--- config.mk ---
export PLATFORM = sky130hd
export DESIGN_NAME = segment_lcd_serial_writer
export DESIGN_NICKNAME = d
export VERILOG_FILES = /design/src/rtl/core/slcdw_pkg.sv /design/src/rtl/core/segment_lcd_serial_writer.sv
export SDC_FILE = /design/constraint.sdc
export NUM_CORES = 1
export LEC_CHECK = 0
export BUFFER_PORTS_ARGS = -buffer_cell sky130_fd_sc_hd__buf_2
export CORE_ASPECT_RATIO = 1.2
export CORE_MARGIN = 4
export CORE_UTILIZATION = 50
export CTS_CLUSTER_SIZE = 16
export DETAILED_ROUTE_END_ITERATION = 12
export MAX_ROUTING_LAYER = met4
export PLACE_DENSITY = 0.74
export SLEW_MARGIN = 10
export SYNTH_ARGS = -nofsm -noshare
export SYNTH_HDL_FRONTEND = slang
export SYNTH_SLANG_ARGS = --single-unit
export TNS_END_PERCENT = 5
--- constraint.sdc ---
create_clock -name clk -period 6.29 [get_ports clk]
set_input_delay 0.9435 -clock clk [delete_from_list [all_inputs] [get_ports clk]]
set_output_delay 0.9435 -clock clk [all_outputs]
set_load 0.02 [all_outputs]
--- src/rtl/core/slcdw_pkg.sv ---
package slcdw_pkg;

	localparam int DIGIT_COUNT_DEF = 4;
	localparam int VALUE_W         = 14;
	localparam int FRAME_W         = 13;
	localparam int BIT_CNT_W       = 4;
	localparam int ADDR_W          = 6;

	localparam logic [BIT_CNT_W-1:0] CMD_LEN  = BIT_CNT_W'(12);
	localparam logic [BIT_CNT_W-1:0] DATA_LEN = BIT_CNT_W'(13);
	localparam logic [BIT_CNT_W-1:0] CONV_LEN = BIT_CNT_W'(VALUE_W);

	localparam logic [3:0] CMD_PREFIX  = 4'b1000;
	localparam logic [2:0] DATA_PREFIX = 3'b101;
	localparam logic [7:0] DOT_BIT     = 8'h10;

	typedef enum logic [1:0] {
		OP_CMD    = 2'd0,
		OP_NIBBLE = 2'd1,
		OP_SHOW   = 2'd2,
		OP_SET    = 2'd3
	} op_t;

	function automatic int unsigned pow10(input int n);
		int unsigned p;
		p = 1;
		for (int i = 0; i < n; i++) begin
			p = p * 10;
		end
		return p;
	endfunction

	// seven-segment code, digit taken modulo ten
	function automatic logic [7:0] seg_code(input logic [3:0] d);
		logic [7:0] c;
		case (d)
			4'd0, 4'd10: c = 8'hEB;
			4'd1, 4'd11: c = 8'h0A;
			4'd2, 4'd12: c = 8'hAD;
			4'd3, 4'd13: c = 8'h8F;
			4'd4, 4'd14: c = 8'h4E;
			4'd5, 4'd15: c = 8'hC7;
			4'd6:        c = 8'hE7;
			4'd7:        c = 8'h8A;
			4'd8:        c = 8'hEF;
			4'd9:        c = 8'hCF;
			default:     c = 8'hEB;
		endcase
		return c;
	endfunction

	function automatic logic [FRAME_W-1:0] data_frame(input logic [ADDR_W-1:0] addr,
		input logic [3:0] nib);
		return {DATA_PREFIX, addr, nib};
	endfunction

endpackage

--- src/rtl/core/segment_lcd_serial_writer.sv ---
// Serial writer for a three-wire segment LCD controller.
// Input channel s_*: one word per command. s_tuser carries the op code:
// command frame, nibble write, show digit position, set value.
// Output channel m_*: one word per serial bit, most significant first.
// m_tlast marks the last bit of a frame (chip select rises after it);
// m_tuser marks the last bit caused by the input word.
// A command frame gives 12 bits, a nibble write 13, a digit show 26
// (two data frames at addresses 2p and 2p+1). Set value gives no output.
// Frames leave a shift register one bit per cycle while the receiver does
// not stall. Set value converts the clamped binary value to decimal one
// bit per cycle (shift and add-three); no word is accepted meanwhile.
// One word is processed at a time: s_tready is high only while idle.
// When the receiver stalls, the output register holds its bit and the
// shifter waits. Reset clears the digit store to zeros and empties the
// output register; after accept, the first bit of a word moves from the
// shift register into the output register once that register is free.
module segment_lcd_serial_writer #(
	parameter int DIGIT_COUNT = slcdw_pkg::DIGIT_COUNT_DEF
) (
	input  logic        clk,
	input  logic        arst_n,
	input  logic        s_tvalid,
	output logic        s_tready,
	input  logic [39:0] s_tdata,  // cmd_byte[7:0], address[13:8], nibble[17:14],
	                              // position[19:18], dot[20], value[34:21], zero
	input  logic [1:0]  s_tuser,  // op[1:0]
	output logic        m_tvalid,
	input  logic        m_tready,
	output logic [7:0]  m_tdata,  // data_bit[0], zero
	output logic        m_tlast,  // frame_last
	output logic        m_tuser   // frame_last_of_item
);

	localparam int unsigned LIMIT = slcdw_pkg::pow10(DIGIT_COUNT) - 1;
	localparam int unsigned VAL_ALL = (1 << slcdw_pkg::VALUE_W) - 1;
	localparam logic [slcdw_pkg::VALUE_W-1:0] VAL_MAX =
		(LIMIT > VAL_ALL) ? '1 : LIMIT[slcdw_pkg::VALUE_W-1:0];

	typedef enum logic [2:0] {
		ST_IDLE = 3'b001,
		ST_CONV = 3'b010,
		ST_SEND = 3'b100
	} state_t;

	state_t state_q;
	logic [3:0] digit_q [DIGIT_COUNT];
	logic [3:0] digit_adj [DIGIT_COUNT];
	logic [3:0] digit_nxt [DIGIT_COUNT];
	logic [slcdw_pkg::VALUE_W-1:0] bin_q;
	logic [slcdw_pkg::FRAME_W-1:0] shift_q;
	logic [slcdw_pkg::FRAME_W-1:0] pend_q;
	logic pend_vld_q;
	logic [slcdw_pkg::BIT_CNT_W-1:0] cnt_q;
	logic out_vld_q;
	logic out_bit_q;
	logic out_last_q;
	logic out_item_q;

	logic [7:0] cmd_byte;
	logic [5:0] address;
	logic [3:0] nibble;
	logic [1:0] position;
	logic dot;
	logic [slcdw_pkg::VALUE_W-1:0] value;
	logic [slcdw_pkg::VALUE_W-1:0] value_clamp;
	logic in_acc;
	logic out_free;
	logic pos_ok;
	logic [3:0] sel_digit;
	logic [7:0] code;
	logic [slcdw_pkg::ADDR_W-1:0] addr_hi;
	logic [slcdw_pkg::ADDR_W-1:0] addr_lo;
	logic send_step;

	assign cmd_byte = s_tdata[7:0];
	assign address  = s_tdata[13:8];
	assign nibble   = s_tdata[17:14];
	assign position = s_tdata[19:18];
	assign dot      = s_tdata[20];
	assign value    = s_tdata[34:21];

	assign s_tready  = (state_q == ST_IDLE);
	assign in_acc    = s_tvalid && s_tready;
	assign out_free  = !out_vld_q || m_tready;
	assign send_step = (state_q == ST_SEND) && out_free;

	assign value_clamp = (value > VAL_MAX) ? VAL_MAX : value;
	assign pos_ok      = (int'(position) < DIGIT_COUNT);

	always_comb begin
		sel_digit = '0;
		for (int i = 0; i < DIGIT_COUNT; i++) begin
			if (int'(position) == i) begin
				sel_digit = digit_q[i];
			end
		end
	end

	assign code    = slcdw_pkg::seg_code(sel_digit) | (dot ? slcdw_pkg::DOT_BIT : 8'h00);
	assign addr_hi = {3'b000, position, 1'b0};
	assign addr_lo = {3'b000, position, 1'b1};

	// shift and add-three, one binary bit per cycle
	always_comb begin
		for (int i = 0; i < DIGIT_COUNT; i++) begin
			digit_adj[i] = (digit_q[i] >= 4'd5) ? digit_q[i] + 4'd3 : digit_q[i];
		end
		for (int i = 0; i < DIGIT_COUNT; i++) begin
			if (i == DIGIT_COUNT - 1) begin
				digit_nxt[i] = {digit_adj[i][2:0], bin_q[slcdw_pkg::VALUE_W-1]};
			end else begin
				digit_nxt[i] = {digit_adj[i][2:0], digit_adj[i+1][3]};
			end
		end
	end

	always_ff @(posedge clk or negedge arst_n) begin
		if (!arst_n) begin
			state_q    <= ST_IDLE;
			pend_vld_q <= 1'b0;
			cnt_q      <= '0;
			out_vld_q  <= 1'b0;
			for (int i = 0; i < DIGIT_COUNT; i++) begin
				digit_q[i] <= '0;
			end
		end else begin
			if (send_step) begin
				out_vld_q <= 1'b1;
			end else if (m_tready) begin
				out_vld_q <= 1'b0;
			end
			case (state_q)
				ST_IDLE: begin
					if (in_acc) begin
						case (slcdw_pkg::op_t'(s_tuser))
							slcdw_pkg::OP_CMD: begin
								cnt_q      <= slcdw_pkg::CMD_LEN;
								pend_vld_q <= 1'b0;
								state_q    <= ST_SEND;
							end
							slcdw_pkg::OP_NIBBLE: begin
								cnt_q      <= slcdw_pkg::DATA_LEN;
								pend_vld_q <= 1'b0;
								state_q    <= ST_SEND;
							end
							slcdw_pkg::OP_SHOW: begin
								if (pos_ok) begin
									cnt_q      <= slcdw_pkg::DATA_LEN;
									pend_vld_q <= 1'b1;
									state_q    <= ST_SEND;
								end
							end
							slcdw_pkg::OP_SET: begin
								cnt_q   <= slcdw_pkg::CONV_LEN;
								state_q <= ST_CONV;
								for (int i = 0; i < DIGIT_COUNT; i++) begin
									digit_q[i] <= '0;
								end
							end
							default: state_q <= ST_IDLE;
						endcase
					end
				end
				ST_CONV: begin
					for (int i = 0; i < DIGIT_COUNT; i++) begin
						digit_q[i] <= digit_nxt[i];
					end
					cnt_q <= cnt_q - slcdw_pkg::BIT_CNT_W'(1);
					if (cnt_q == slcdw_pkg::BIT_CNT_W'(1)) begin
						state_q <= ST_IDLE;
					end
				end
				ST_SEND: begin
					if (out_free) begin
						if (cnt_q == slcdw_pkg::BIT_CNT_W'(1)) begin
							if (pend_vld_q) begin
								pend_vld_q <= 1'b0;
								cnt_q      <= slcdw_pkg::DATA_LEN;
							end else begin
								state_q <= ST_IDLE;
							end
						end else begin
							cnt_q <= cnt_q - slcdw_pkg::BIT_CNT_W'(1);
						end
					end
				end
				default: state_q <= ST_IDLE;
			endcase
		end
	end

	always_ff @(posedge clk) begin
		if (in_acc) begin
			bin_q <= value_clamp;
			case (slcdw_pkg::op_t'(s_tuser))
				slcdw_pkg::OP_CMD:    shift_q <= {slcdw_pkg::CMD_PREFIX, cmd_byte, 1'b0};
				slcdw_pkg::OP_NIBBLE: shift_q <= slcdw_pkg::data_frame(address, nibble);
				slcdw_pkg::OP_SHOW:   shift_q <= slcdw_pkg::data_frame(addr_hi, code[7:4]);
				default:              shift_q <= shift_q;
			endcase
			pend_q <= slcdw_pkg::data_frame(addr_lo, code[3:0]);
		end else if (state_q == ST_CONV) begin
			bin_q <= {bin_q[slcdw_pkg::VALUE_W-2:0], 1'b0};
		end else if (send_step) begin
			if (cnt_q == slcdw_pkg::BIT_CNT_W'(1)) begin
				shift_q <= pend_q;
			end else begin
				shift_q <= {shift_q[slcdw_pkg::FRAME_W-2:0], 1'b0};
			end
		end
		if (send_step) begin
			out_bit_q  <= shift_q[slcdw_pkg::FRAME_W-1];
			out_last_q <= (cnt_q == slcdw_pkg::BIT_CNT_W'(1));
			out_item_q <= (cnt_q == slcdw_pkg::BIT_CNT_W'(1)) && !pend_vld_q;
		end
	end

	assign m_tvalid = out_vld_q;
	assign m_tdata  = {7'b0000000, out_bit_q};
	assign m_tlast  = out_last_q;
	assign m_tuser  = out_item_q;

`ifndef SYNTH
	a_item_end_in_frame: assert property (@(posedge clk) disable iff (!arst_n)
		m_tvalid && m_tuser |-> m_tlast)
		else $error("item end outside frame end");

	a_show_busy: assert property (@(posedge clk) disable iff (!arst_n)
		s_tvalid && s_tready && (s_tuser == slcdw_pkg::OP_SHOW) && pos_ok |=> !s_tready)
		else $error("digit show accepted without sending");

	a_pend_in_send: assert property (@(posedge clk) disable iff (!arst_n)
		pend_vld_q |-> (state_q == ST_SEND))
		else $error("second frame pending outside send");
`endif

endmodule

==> out/qor.yml <==
start_util_pct: 51.0
synth_top_flop_cell: "edfxtp_1"
min_period_ns: 3.03
p_leak_uw: 0.00176
multi_input_comb_area_um2: 1770
crit_family: "buffers and inverters"
gr-total-overflow: 0
cts_hold_buf: 0
port_buffers: 45
crit_path_start_kind: "input pin"
die_x_um: 86.4
grt_max_degree: 35
grt_pass1_wl_mm: 13.6
ys.warnings.count: 0
crit_cells: 7
root_buffer: "clkbuf_8"
drtPass1Iterations: 4
setup_violations: 0
finalWeightedCongestion: 0.889
ir_drop_mv: 0.188
postCtsResizedCells: 0
synth_area_um2: 3690
n_fill_cell: 620
async_flop_share_pct: 41.0
worst_slew_pin_slew_ns: 0.736
clock_latency_ns: 0.35
cts_tree: "done"
worstRegToRegCells: 6
nets: 454
dieArea_um2: 8830
slew_headroom_pct: 50.6
hp-class: "register to register"
synth_area_per_cell_um2: 10.5
crit_chain: "buf_2 > nand4bb_1 > buf_4 > clkinv_1 > a21oi_2 > o21ai_0 > nand2_1"
drtAntennaViolNets: 0
wl_per_cell_um: 17.1
final_common_cell: "buf_2"
wl_mm: 8.23
cp.arrival_ns: 3.31
power_density_nw_per_um2: 382
synthCells: 350
hold-path-cell-count: 0
grt_usage_pct: 20.2
hold_viol_final: 0
drt_first_iter_violations: 192
h-tree-depth: 3
dp.cells: 466
first_global_vias: 2871
end_kind: "register"
clock_sinks: 61
synth_seq_cells: 61
fin_crit_sh_pct: 48.2
finClkSkew_ns: 0.0152
drv_slew: 0
clk_pin_slew_worst_paths_ns: 0.07
crit_buf_inv: 3
seq_area_um2: 1710
ys_seq_area_share_pct: 46.3
viasPerCell: 5.97
status: "complete, no violations"
mostFrequentLayoutCells: "45 x buf_2, 36 x edfxtp_1, 35 x nand2_1"
antenna_found_initial: 0
worstPathRequired_ns: 6.57
io_pins: 58
die_h_um: 102
dp.final_hpwl_mm: 5.88
placementRows: 34
rsz0062_at_grt: "false"
dr_total_vias: 2877
coreArea_um2: 7230
fmax_ghz: 0.330
path_class: "input pin to register"
fin_tns_setup_ns: 0
numCtsBuffers: 9
antenna_cells: 0
cts_setup_buffers: 0
synth_top_area_share_pct: 29.3
critPathMaxFanout: 34
setup_ws_ns: 3.26
synth_top_area_cell: "edfxtp_1"
drc_errors: 0
crit_path_top_delay_cell: "a21oi_2"
synth_area_leaders: "edfxtp_1 29%, dfrtp_1 16%, ha_1 7.1%"
synthToLayoutAreaGrowth_pct: 11.4
synth_edf_count: 36
stdcell_count: 482
maxCapViolations: 0
post-place-ws_ns: 2.90
ys_types: 57
max_stage_delay_ns: 0.83
drive_above_1_share_pct: 19.1
cts_buffer_depth: 2
-- state kept, by name (all words and copies together), names as in the netlist --
register and flops:
bin_q 14, out_bit_q 1, digit_q 16, pend_q 6, m_tlast 1, m_tuser 1, m_tvalid 1, state_q 3
pend_vld_q 1, shift_q 13, cnt_q 4
-- Yosys cell counts, drive strengths merged (3+ instances only) --
library cell	count
nor3	9
inv	20
nand2b	7
mux4	5
xor2	7
or3b	5
o22a	8
nor3b	3
a21oi	16
clkbuf	12
a22oi	5
nand2	35
nand3	13
mux2i	9
nor2	10
buf	16
a211oi	4
dfrtp	24
xnor2	5
o22ai	4
ha	21
o31ai	6
mux2	3
o21ai	25
a22o	9
edfxtp	36
and3	3
-- power by group --
part	internal [uW]	leakage, uW	switching, uW
Combinational	231	0.00101	319
Sequential	591	0.000658	86.1
Clock	191	0.0000967	152
-- metrics by stage --
stage                     instance area, um2  utilization (%)  hold slack [ns]  total power (uW)
after CTS                               4110             56.8            0.441              1580
after global routing                    4110             56.8            0.440              1680
after global placement                  3920             54.2            0.413              1190
after detailed placement                3920             54.2            0.425              1230
after floorplan                         3710                -            0.400              1080
final                                   4110             56.8            0.434              1570
-- cells by family after synthesis --
family,Yosys count,share of synthesized area (%)
simple gates,100,14.3
compound gates,89,16.2
flops,61,46.3
buf+inv,49,6.37
fa+ha+maj,21,7.12
mux,17,6.71
xor+xnor,12,2.85
other cells,1,0.102
-- worst paths after layout --
path | from | end | slack, ns
max | s_tvalid | digit_q[11] | 3.26
min | shift_q[12] | out_bit_q | 0.43
max reg2reg | state_q[1] | digit_q[11] | 3.37
min reg2reg | shift_q[12] | out_bit_q | 0.43
max in group asynchronous | arst_n | digit_q[0] | 5.27
min in group asynchronous | arst_n | cnt_q[3] | 0.61
-- area by class of cell --
class                   instances  share of cell area [%]
multi-input cells             246                    43.1
flip-flops and latches         61                    41.6
repair buffers                 48                    6.03
clock buffers                  11                    3.44
well taps                      90                    2.74
inverters                      21                    1.92
clock inverters                 5                    1.25
-- layer usage --
layer,GRT usage (%),up-vias,wire length (um)
met2,31.6,97,4060
met3,4.68,20,465
met5,-,-,0
met1,25.8,1417,3530
met4,7.43,0,172
li1,-,1343,-
Power figures use the tool's default switching activity.
